## src/rtl/urf_pkg.sv

```systemverilog
// Shared types and constants for the ultrasonic range finder.
package urf_pkg;

    localparam int LIMIT_W      = 10;
    localparam int TIMEOUT_W    = 20;
    localparam int DIST_W       = 17;
    localparam int WIDTH_W      = 20;
    localparam int SCALED_LIM_W = 20;
    localparam int STATUS_W     = 3;
    localparam int CFG_IDX_W    = 2;
    localparam int CFG_DATA_W   = 20;
    localparam int IN_TDATA_W   = 8;
    localparam int OUT_TDATA_W  = 48;

    typedef enum logic [2:0] {
        PH_IDLE  = 3'd0,
        PH_TRIG  = 3'd1,
        PH_WLOW  = 3'd2,
        PH_WHIGH = 3'd3,
        PH_MEAS  = 3'd4
    } t_phase;

    localparam logic [STATUS_W-1:0] ST_OK      = 3'd0;
    localparam logic [STATUS_W-1:0] ST_UNDER   = 3'd1;
    localparam logic [STATUS_W-1:0] ST_OVER    = 3'd2;
    localparam logic [STATUS_W-1:0] ST_TIMEOUT = 3'd3;
    localparam logic [STATUS_W-1:0] ST_ACTIVE  = 3'd4;

    localparam logic [CFG_IDX_W-1:0] REG_LOWER   = 2'd0;
    localparam logic [CFG_IDX_W-1:0] REG_UPPER   = 2'd1;
    localparam logic [CFG_IDX_W-1:0] REG_TIMEOUT = 2'd2;

    localparam logic [LIMIT_W-1:0]   LOWER_RST   = 10'd2;
    localparam logic [LIMIT_W-1:0]   UPPER_RST   = 10'd400;
    localparam logic [TIMEOUT_W-1:0] TIMEOUT_RST = 20'd1000000;

    // Limits as seen by the core: cm, cm*1000 for the compare against width*17.
    typedef struct packed {
        logic [SCALED_LIM_W-1:0] lower_scaled;
        logic [SCALED_LIM_W-1:0] upper_scaled;
        logic [LIMIT_W-1:0]      lower_cm;
        logic [LIMIT_W-1:0]      upper_cm;
        logic [TIMEOUT_W-1:0]    timeout;
    } t_urf_cfg;

    typedef struct packed {
        logic [WIDTH_W-1:0]  width;
        logic [DIST_W-1:0]   distance;
        logic [STATUS_W-1:0] status;
        logic                done;
        logic                trigger;
    } t_urf_res;

    function automatic logic [SCALED_LIM_W-1:0] cm_times_1000(input logic [LIMIT_W-1:0] cm);
        logic [SCALED_LIM_W-1:0] x;
        x = {{(SCALED_LIM_W-LIMIT_W){1'b0}}, cm};
        return (x << 10) - (x << 5) + (x << 3);
    endfunction

    function automatic logic [DIST_W-1:0] cm_times_100(input logic [LIMIT_W-1:0] cm);
        logic [DIST_W-1:0] x;
        x = {{(DIST_W-LIMIT_W){1'b0}}, cm};
        return (x << 6) + (x << 5) + (x << 2);
    endfunction

endpackage

```

## src/rtl/urf_core.sv

```systemverilog
// Measurement sequencer: trigger pulse, echo wait, pulse timing and result formatting.
module urf_core import urf_pkg::*; #(
    parameter int TRIGGER_TICKS = 10,
    parameter int COUNT_BITS    = 20
) (
    input  logic     i_clk,
    input  logic     i_rst_n,
    input  logic     i_step,
    input  logic     i_start,
    input  logic     i_echo,
    input  t_urf_cfg i_cfg,
    output t_urf_res o_res
);

    localparam int TW = $clog2(TRIGGER_TICKS + 1);
    localparam int QW = COUNT_BITS + 1;
    localparam int SW = COUNT_BITS + 5;

    t_phase                r_phase, n_phase;
    logic [TW-1:0]         r_tcnt, n_tcnt;
    logic [COUNT_BITS-1:0] r_elapsed, n_elapsed;
    logic [COUNT_BITS-1:0] r_pulse, n_pulse;
    logic [SW-1:0]         r_scaled, n_scaled;
    logic [QW-1:0]         r_quot, n_quot;
    logic [3:0]            r_rem, n_rem;

    logic                  trig_more;
    logic                  waiting;
    logic [COUNT_BITS-1:0] e_wait;
    logic                  fin_ok;
    logic                  tmo;
    logic [4:0]            rem_sum;

    assign trig_more = (r_tcnt < TW'(TRIGGER_TICKS));
    assign waiting   = (r_phase != PH_IDLE) && (r_phase != PH_TRIG);

    // Elapsed count after this tick; an unknown phase code forces a timeout.
    always_comb begin
        if (r_phase == PH_WLOW || r_phase == PH_WHIGH || r_phase == PH_MEAS) begin
            e_wait = (&r_elapsed) ? r_elapsed : r_elapsed + 1'b1;
        end else begin
            e_wait = '1;
        end
    end

    assign fin_ok = (r_phase == PH_MEAS) && !i_echo;
    assign tmo    = waiting && !fin_ok &&
                    (({{TIMEOUT_W{1'b0}}, e_wait} >= {{COUNT_BITS{1'b0}}, i_cfg.timeout})
                     || (&e_wait));

    // width*17/10 kept as quotient and remainder, advanced by 17 per tick.
    assign rem_sum = {1'b0, r_rem} + 5'd7;

    always_comb begin
        n_phase   = r_phase;
        n_tcnt    = r_tcnt;
        n_elapsed = r_elapsed;
        n_pulse   = r_pulse;
        n_scaled  = r_scaled;
        n_quot    = r_quot;
        n_rem     = r_rem;
        case (r_phase)
            PH_IDLE: begin
                if (i_start) begin
                    n_phase   = PH_TRIG;
                    n_tcnt    = TW'(1);
                    n_elapsed = '0;
                    n_pulse   = '0;
                    n_scaled  = '0;
                    n_quot    = '0;
                    n_rem     = '0;
                end
            end
            PH_TRIG: begin
                if (trig_more) begin
                    n_tcnt = r_tcnt + 1'b1;
                end else begin
                    n_phase   = PH_WLOW;
                    n_elapsed = '0;
                end
            end
            default: begin
                n_elapsed = e_wait;
                case (r_phase)
                    PH_WLOW: begin
                        if (!i_echo) n_phase = PH_WHIGH;
                    end
                    PH_WHIGH: begin
                        if (i_echo) begin
                            n_phase  = PH_MEAS;
                            n_pulse  = COUNT_BITS'(1);
                            n_scaled = SW'(17);
                            n_quot   = QW'(1);
                            n_rem    = 4'd7;
                        end
                    end
                    PH_MEAS: begin
                        if (!(&r_pulse)) begin
                            n_pulse  = r_pulse + 1'b1;
                            n_scaled = r_scaled + SW'(17);
                            if (rem_sum >= 5'd10) begin
                                n_quot = r_quot + QW'(2);
                                n_rem  = 4'(rem_sum - 5'd10);
                            end else begin
                                n_quot = r_quot + QW'(1);
                                n_rem  = rem_sum[3:0];
                            end
                        end
                    end
                    default: ;
                endcase
                if (fin_ok || tmo) begin
                    n_phase   = PH_IDLE;
                    n_elapsed = '0;
                    n_pulse   = '0;
                    n_scaled  = '0;
                    n_quot    = '0;
                    n_rem     = '0;
                end
            end
        endcase
    end

    always_comb begin
        logic [QW+DIST_W-1:0]         quot_ext;
        logic [COUNT_BITS+WIDTH_W-1:0] pulse_ext;
        quot_ext  = {{DIST_W{1'b0}}, r_quot};
        pulse_ext = {{WIDTH_W{1'b0}}, r_pulse};
        o_res = '0;
        o_res.trigger = ((r_phase == PH_IDLE) && i_start) || ((r_phase == PH_TRIG) && trig_more);
        if (fin_ok) begin
            o_res.done  = 1'b1;
            o_res.width = pulse_ext[WIDTH_W-1:0];
            if ({{SCALED_LIM_W{1'b0}}, r_scaled} < {{SW{1'b0}}, i_cfg.lower_scaled}) begin
                o_res.status   = ST_UNDER;
                o_res.distance = cm_times_100(i_cfg.lower_cm);
            end else if ({{SCALED_LIM_W{1'b0}}, r_scaled} >
                         {{SW{1'b0}}, i_cfg.upper_scaled}) begin
                o_res.status   = ST_OVER;
                o_res.distance = cm_times_100(i_cfg.upper_cm);
            end else begin
                o_res.status   = ST_OK;
                o_res.distance = quot_ext[DIST_W-1:0];
            end
        end else if (tmo) begin
            o_res.done   = 1'b1;
            o_res.status = ST_TIMEOUT;
        end else if (i_start && (r_phase != PH_IDLE)) begin
            o_res.done   = 1'b1;
            o_res.status = ST_ACTIVE;
        end
    end

    always_ff @(posedge i_clk) begin
        if (!i_rst_n) begin
            r_phase   <= PH_IDLE;
            r_tcnt    <= '0;
            r_elapsed <= '0;
            r_pulse   <= '0;
            r_scaled  <= '0;
            r_quot    <= '0;
            r_rem     <= '0;
        end else if (i_step) begin
            r_phase   <= n_phase;
            r_tcnt    <= n_tcnt;
            r_elapsed <= n_elapsed;
            r_pulse   <= n_pulse;
            r_scaled  <= n_scaled;
            r_quot    <= n_quot;
            r_rem     <= n_rem;
        end
    end

endmodule

```

## src/rtl/ultrasonic_range_finder.sv

```systemverilog
// Top level: stream ports, configuration registers and output register.
// One input item per microsecond tick goes in, one result item comes out for
// every input item, from an output register loaded at acceptance. An item can be accepted on
// every clock: the result sits in a single output register and a new item is
// taken whenever that register is empty or is being drained the same cycle, so
// throughput is one item per clock as long as the output side keeps up. The
// distance is kept as a running width*17/10 quotient while the echo is high,
// so no multiplier or divider sits in the path. The user must write configuration
// only while no measurement is in progress; the block itself does not enforce it.
module ultrasonic_range_finder import urf_pkg::*; #(
    parameter int TRIGGER_TICKS = 10,
    parameter int COUNT_BITS    = 20
) (
    input  logic                   i_clk,
    input  logic                   i_rst_n,
    input  logic                   s_axis_tvalid,
    output logic                   s_axis_tready,
    input  logic [IN_TDATA_W-1:0]  s_axis_tdata,  // [0] start_req, [1] echo_level
    output logic                   m_axis_tvalid,
    input  logic                   m_axis_tready,
    // [0] trigger_level, [1] done_res, [4:2] status, [21:5] distance_centi_cm,
    // [41:22] echo_width_us
    output logic [OUT_TDATA_W-1:0] m_axis_tdata,
    input  logic                   i_cfg_we,
    input  logic [CFG_IDX_W-1:0]   i_cfg_index,
    input  logic [CFG_DATA_W-1:0]  i_cfg_data
);

    t_urf_cfg r_cfg;
    t_urf_res core_res;
    t_urf_res r_out;
    logic     r_out_valid;
    logic     accept;

    always_ff @(posedge i_clk) begin
        if (!i_rst_n) begin
            r_cfg.lower_cm     <= LOWER_RST;
            r_cfg.upper_cm     <= UPPER_RST;
            r_cfg.lower_scaled <= cm_times_1000(LOWER_RST);
            r_cfg.upper_scaled <= cm_times_1000(UPPER_RST);
            r_cfg.timeout      <= TIMEOUT_RST;
        end else if (i_cfg_we) begin
            case (i_cfg_index)
                REG_LOWER: begin
                    r_cfg.lower_cm     <= i_cfg_data[LIMIT_W-1:0];
                    r_cfg.lower_scaled <= cm_times_1000(i_cfg_data[LIMIT_W-1:0]);
                end
                REG_UPPER: begin
                    r_cfg.upper_cm     <= i_cfg_data[LIMIT_W-1:0];
                    r_cfg.upper_scaled <= cm_times_1000(i_cfg_data[LIMIT_W-1:0]);
                end
                REG_TIMEOUT: r_cfg.timeout <= i_cfg_data[TIMEOUT_W-1:0];
                default: ;
            endcase
        end
    end

    assign s_axis_tready = !r_out_valid || m_axis_tready;
    assign accept        = s_axis_tvalid && s_axis_tready;

    urf_core #(
        .TRIGGER_TICKS(TRIGGER_TICKS),
        .COUNT_BITS   (COUNT_BITS)
    ) u_core (
        .i_clk  (i_clk),
        .i_rst_n(i_rst_n),
        .i_step (accept),
        .i_start(s_axis_tdata[0]),
        .i_echo (s_axis_tdata[1]),
        .i_cfg  (r_cfg),
        .o_res  (core_res)
    );

    always_ff @(posedge i_clk) begin
        if (!i_rst_n) begin
            r_out_valid <= 1'b0;
        end else if (accept) begin
            r_out_valid <= 1'b1;
        end else if (m_axis_tready) begin
            r_out_valid <= 1'b0;
        end
    end

    always_ff @(posedge i_clk) begin
        if (accept) begin
            r_out <= core_res;
        end
    end

    assign m_axis_tvalid = r_out_valid;
    assign m_axis_tdata  = {{(OUT_TDATA_W-$bits(t_urf_res)){1'b0}}, r_out};

endmodule

```

## config.mk

```make
export PLATFORM = sky130hd
export DESIGN_NAME = ultrasonic_range_finder
export DESIGN_NICKNAME = d
export VERILOG_FILES = /design/src/rtl/urf_pkg.sv /design/src/rtl/urf_core.sv /design/src/rtl/ultrasonic_range_finder.sv
export SDC_FILE = /design/constraint.sdc
export NUM_CORES = 1
export LEC_CHECK = 0
export ABC_AREA = 1
export BUFFER_PORTS_ARGS = -buffer_cell sky130_fd_sc_hd__buf_2
export CAP_MARGIN = 25
export CELL_PAD_IN_SITES_DETAIL_PLACEMENT = 1
export CELL_PAD_IN_SITES_GLOBAL_PLACEMENT = 1
export CORE_ASPECT_RATIO = 0.7
export CORE_MARGIN = 4
export CORE_UTILIZATION = 33
export CTS_CLUSTER_SIZE = 14
export DETAILED_ROUTE_END_ITERATION = 16
export PLACE_DENSITY = 0.68
export SLEW_MARGIN = 15
export SYNTH_ARGS = -nofsm -noshare
export SYNTH_HDL_FRONTEND = slang
export SYNTH_SLANG_ARGS = --single-unit
```

## constraint.sdc

```tcl
create_clock -name i_clk -period 5.19 [get_ports i_clk]
set_input_delay 0.519 -clock i_clk [delete_from_list [all_inputs] [get_ports i_clk]]
set_output_delay 0.519 -clock i_clk [all_outputs]
set_load 0.1 [all_outputs]
```

## After elaboration in Yosys (flattened, before gate mapping)

Cells that the tools add are included.

| storage, ports and cells | value |
|---|---|
| register bits | 220 |
| input port bits | 35 |

| operators by class | value |
|---|---|
| add/sub/neg operators | 14 |
| magnitude comparators | 5 |
| equality and inequality tests | 14 |
| multiplexer cells | 48 |
| bitwise gates (word level) | 1 |
| reduce and logical (&&, ||, !) cells | 35 |

Operator list:

| kind | number |
|---|---|
| 2-to-1 mux 20 bit | 10 |
| case mux 20 bit (2 select lines) | 3 |
| 2-to-1 mux 21 bit | 5 |
| 2-to-1 mux 25 bit | 4 |
| case mux 25 bit (2 select lines) | 2 |
| case mux 21 bit (2 select lines) | 2 |
| AND reduction 20 bit | 3 |
| adder 20 x 1 -> 20 bit (second input constant) | 2 |
| 2-to-1 mux 4 bit | 10 |
| adder 16 x 15 -> 17 bit | 2 |
| adder 17 x 12 -> 17 bit | 2 |
| adder 25 x 5 -> 25 bit (second input constant) | 1 |
| > comparator 25 x 20 -> 1 bit | 1 |
| less-than comparator 25 x 20 -> 1 bit | 1 |
| case mux 4 bit (2 select lines) | 3 |
| adder 21 x 1 -> 21 bit (second input constant) | 1 |
| adder 21 x 2 -> 21 bit (second input constant) | 1 |
| adder 20 x 13 -> 20 bit | 1 |
| greater-or-equal comparator 20 bit | 1 |
| subtractor 20 x 15 -> 20 bit | 1 |
| 2-to-1 mux 3 bit | 5 |
| case mux 3 bit (2 select lines) | 2 |
| AND reduction 6 bit | 2 |
| != test 5 bit (second input constant) | 2 |
| 29 further kinds | 50 |

## Logic depth before layout (Yosys ltp)

| logic depth | value |
|---|---|
| word-level depth | 10 |
| gate-level depth with buffers | 26 |

## Cells and area by module

A second synthesis with hierarchy kept.

| unflattened totals | value |
|---|---|
| cells, all modules | 2097 |
| area total of the unflattened synthesis | 14285.0 um^2 |

By module, submodules not included:

| module | instances | cells each | area each (um^2) | sequential area each (um^2) |
|---|---|---|---|---|
| urf_core | 1 | 1527 | 9297.7 | 1861.8 |
| ultrasonic_range_finder | 1 | 570 | 4987.3 | 2722.6 |

## Worst setup path after synthesis

Ideal clock, no wire load.

| timing path | value |
|---|---|
| kind | reg-to-reg |
| from | register r_out_valid, in the netlist m_axis_tvalid |
| to | register u_core.r_scaled[5] |
| library setup time | 0.064 ns |
| arrival time | 4.209 ns |
| required time | 5.126 ns |
| setup slack | 0.917 ns |
| stages on the path, launching flop included | 10 |
| buffers on the path | 2 |
| path through | dfxtp_1 a21oi_1 nand2_1 inv_1 nand2_1 nor2_4 buf_6 buf_6 nor2_1 nor2_1 |

| on the way | value |
|---|---|
| cells in the longest elaborated chain, start to end | 4 |

Ends and longest elaborated chain:

| what | line | RTL |
|---|---|---|
| start, declared | ultrasonic_range_finder.sv:32 | `logic r_out_valid;` |
| start signal, assigned | ultrasonic_range_finder.sv:76 | `r_out_valid <= 1'b0;` |
| start signal, assigned | ultrasonic_range_finder.sv:78 | `r_out_valid <= 1'b1;` |
| start signal, assigned | ultrasonic_range_finder.sv:80 | `r_out_valid <= 1'b0;` |
| logical NOT 1 bit | ultrasonic_range_finder.sv:58 | `assign s_axis_tready = !r_out_valid \|\| m_axis_tready;` |
| logical OR 1 bit | ultrasonic_range_finder.sv:58 |  |
| logical AND 1 bit | ultrasonic_range_finder.sv:59 | `assign accept = s_axis_tvalid && s_axis_tready;` |
| net accept | ultrasonic_range_finder.sv:33 | `logic accept;` |
| AND reduction 6 bit (no line) | -- |  |
| end signal, assigned | urf_core.sv:168 | `r_scaled <= n_scaled;` |
| end, declared | urf_core.sv:23 | `logic [SW-1:0] r_scaled, n_scaled;` |

The timed path passes the listed nets, and every way through them passes these cells.
A chain may end at the register's enable or synchronous reset.

## Worst setup path in the final report

| timing path | value |
|---|---|
| from | register u_core.r_elapsed[0] |
| to | register u_core.r_scaled[13] |

| on the way | value |
|---|---|
| cells in the longest elaborated chain, start to end | 9 |
| elaborated cells between the ends (all ways) | 15 |
| classes of those cells | add/sub: 1; order compare: 1; eq/ne: 2; mux: 4; reduce/logical: 7 |

Ends and longest elaborated chain:

| what | line | RTL |
|---|---|---|
| start, declared | urf_core.sv:21 | `logic [COUNT_BITS-1:0] r_elapsed, n_elapsed;` |
| start signal, assigned | urf_core.sv:166 | `r_elapsed <= n_elapsed;` |
| adder 20 x 1 -> 20 bit or AND reduction 20 bit (tied branches) | urf_core.sv:40 | `e_wait = (&r_elapsed) ? r_elapsed : r_elapsed + 1'b1;` |
| 2-to-1 mux 20 bit * | urf_core.sv:40 |  |
| 2-to-1 mux 20 bit * | urf_core.sv:39 | `if (r_phase == PH_WLOW \|\| r_phase == PH_WHIGH \|\| r_phase == PH_MEAS) begin` |
| greater-or-equal comparator 20 bit or AND reduction 20 bit (tied branches) | urf_core.sv:48, urf_core.sv:49 |  |
| logical OR 1 bit * | urf_core.sv:49 | `\|\| (&e_wait));` |
| logical AND 1 bit * | urf_core.sv:47 | `assign tmo = waiting && !fin_ok &&` |
| logical OR 1 bit * | urf_core.sv:112 | `if (fin_ok \|\| tmo) begin` |
| != test 4 bit (no line) (tied with other cells) | -- |  |
| AND reduction 6 bit (no line) or case mux 25 bit (2 select lines) (tied branches) | -- |  |

Every way passes the cells marked *; elsewhere a longest branch is shown, timed or not.

==> run_results.csv <==
group,metric,value,unit
timing,period_needed,4.513,ns
finish,drive_gt1_frac,0.08014,
setup_path,reg2reg_slack,0.68,ns
global_routing,grtUsageTotal,0.1848,
worst_hold_path,hp-class,"primary input to register",
yosys,yosysTopAreaCellShare,0.2417,
detailed_routing,vias,12880,
yosys,synth_edf_count,42,
cts,clock_latency,0.56,ns
setup_path,cp_max_fo,116,
finish,final_cell_mix,"nand2_1 (449), inv_1 (273), nor2_1 (267)",
yosys,syn_area,13750,µm²
yosys,yosysSeqAreaShare,0.3335,
setup_path,r2r_start,"u_core.r_elapsed[0]",
worst_hold_path,hp-start,"i_cfg_data[18]",
yosys,synth_top_cell_by_area,"dfxtp_1",
floorplanning,start_util,0.3344,
power,leakagePower,7.038,nW
timing,tightest_slew,0.9902,ns
cts,cts-resized-gates,0,
placed_design,placed_cells_incl_taps,2530,
timing,setup-tns-final,0,ns
finish,area_growth,12.67,%
floorplanning,dieArea,45040,µm²
timing,fin_skew,0.03131,ns
yosys,ys.flop_type,"dfxtp_1",
detailed_routing,dr.first_iter.drc_count,694,
floorplanning,dieWidth,252.0,µm
placed_design,hpwl,31.99,mm
cts,tritoncts,"yes",
setup_path,critPathArrivalTime,4.95,ns
floorplanning,chipHeight,178.8,µm
yosys,async_reset_ff_frac,0,
placed_design,numPortBuffers,72,
setup_path,critPathCaptureType,"register",
global_routing,antenna_found_initial,0,
detailed_routing,totalWireLength,42.18,mm
yosys,ys_seq_elements,208,
detailed_routing,wl_per_cell,16.36,µm
cts,post-cts-setup-buffers,0,
floorplanning,io_pins,85,
finish,fillers,5180,
detailed_routing,drc,0,
cts,root_buffer,"clkbuf_16",
timing,setup_viol,0,
outcome,outcome,"finished clean",
timing,max_clock_freq,221.6,MHz
finish,mostFrequentLayoutCell,"nand2_1",
yosys,synthDistinctLibCells,50,
setup_path,startpoint_type,"register",
timing,hold_viol_final,0,
finish,stdcell_count,2578,
setup_path,criticalPathCategory,"register to register",
timing,slew_viol_final,0,
detailed_routing,via_per_inst,4.995,
global_routing,grt_overflow,0,
setup_path,ff2ff_path_depth,23,
setup_path,rr_endpoint,"u_core.r_scaled[13]",
yosys,synthCells,1961,
run,drv_cap,0,
worst_hold_path,hold_depth,3,
timing,worst_slack,0.6774,ns
yosys,synth_warnings,0,
global_routing,grt_pass1_wl,68.27,mm
cts,htree_levels,1,
placed_design,place_congestion,0.8522,
placed_design,dp_slack,0.7610,ns
global_routing,grt_pass1_vias,12940,
finish,fin_util,0.3768,
yosys,synthTopCellsByArea,"dfxtp_1 (24%), nand2_1 (12%), ha_1 (10%)",
timing,finalCritPeriodShare,0.8695,
cts,clkSinkCount,208,
cts,cts_buffers,26,
timing,rsz0062_at_grt,"false",
detailed_routing,ant_nets,0,
worst_hold_path,min_to,"r_cfg[18]",
timing,whs,0.1818,ns
setup_path,worst_ep_required_time,5.62,ns
cts,clk_pin_slew,0.06,ns
cts,ctsHoldBuffers,0,
global_routing,grt_max_degree,117,
power,cellPowerDensity,472.2,nW/µm²
power,ir_worst_vdd,293.3,µV
finish,n_antenna_cell,0,
finish,fin_nets,2181,
cts,cts_buffer_depth,3,
detailed_routing,drt_pre_antenna_iters,5,
yosys,syn_area_per_cell,7.011,µm²
timing,slew_headroom,0.3398,
floorplanning,core,41110,µm²
floorplanning,fp-row-count,62,
[layer usage]
metal	track usage	vias to the layer above	routed length [µm]
met5	0	-	0
met4	0.02780	0	578
met3	0.02523	41	1654
met2	0.2974	164	18290
met1	0.2703	6183	21660
li1	-	6490	-
[logic make-up after synthesis]
family,Yosys count,synth area share
DFF,208,0.3335
other,1,0.0002728
xor gates and xnor gates,37,0.02357
and+or+nand+nor,932,0.2872
adders and majority gates,132,0.1294
buffers and inverters,344,0.1005
AOI/OAI and AO/OA,307,0.1256
[power by group]
| part | switching [mW] | internal (mW) | total (mW) |
|---|---|---|---|
| sequential | 0.337 | 1.94 | 2.28 |
| combinational | 2.21 | 0.925 | 3.13 |
| clock | 0.745 | 1.16 | 1.90 |
| total | 3.29 | 4.03 | 7.31 |
[worst max-delay path, stage by stage (launching register included)]
cell     delay, ns
dfxtp_1       0.50
ha_1          0.29
nand3_2       0.14
nor2_2        0.17
nand3_2       0.29
nand2_1       0.30
nor2_1        0.10
inv_1         0.15
ha_1          0.20
nand4_1       0.13
nor3_1        0.19
nor3b_1       0.28
o21ai_0       0.14
nand3_1       0.10
a21oi_1       0.06
nand2_2       0.12
nand2_4       0.11
nand4_1       0.14
nand3_1       0.15
nor2_4        0.13
buf_12        0.40
nand2_1       0.11
nand2_1       0.08
nor2_1        0.05
[stage by stage]
stage                     power [mW]  cell area, µm²
after floorplan                4.527           13770
after global placement         5.283           14610
after detailed placement       5.423           14610
after CTS                      7.381           15490
after global routing           7.903           15490
final                          7.314           15490
[worst max path at each step]
stage                         from                  end  depth (start not counted)
6_report       u_core.r_elapsed[0]  u_core.r_scaled[13]                         23
3_3_place_gp   u_core.r_elapsed[0]    u_core.r_quot[13]                         24
2_1_floorplan        m_axis_tvalid   u_core.r_scaled[5]                          9
4_1_cts        u_core.r_elapsed[0]   u_core.r_scaled[8]                         23
5_1_grt        u_core.r_elapsed[0]   u_core.r_scaled[3]                         23
3_5_place_dp   u_core.r_elapsed[0]    u_core.r_pulse[4]                         23
[sequential cells by signal, summed over array words and instances (netlist names)]
signal,count
m_axis_tdata,42
u_core.r_quot,17
u_core.r_rem,4
m_axis_tvalid,1
u_core.r_pulse,20
u_core.r_elapsed,20
u_core.r_tcnt,4
u_core.r_scaled,25
r_cfg,72
u_core.r_phase,3
[layout make-up]
cell class | instances | area, µm² | area share
clock inverters | 10 | 166.4 | 0.01074
inverters | 279 | 1047 | 0.06761
repair buffers | 85 | 473.0 | 0.03053
flip-flops and latches | 208 | 4584 | 0.2960
clock buffers | 38 | 715.7 | 0.04620
well taps | 544 | 680.7 | 0.04394
multi-input cells | 1414 | 7823 | 0.5050
[cells in the mapped netlist (13+ instances only)]
master / instances
nor4_1: 16
clkbuf_1: 28
or2_2: 17
nand2_1: 449
nand4_1: 40
ha_1: 115
xnor2_1: 13
xor2_1: 24
o21ai_0: 97
a21oi_1: 136
nor3_1: 24
fa_1: 17
nand3_1: 89
o211ai_1: 31
nor2_1: 267
dfxtp_1: 166
edfxtp_1: 42
inv_1: 273
No activity file was read; power rests on OpenSTA's default activity.
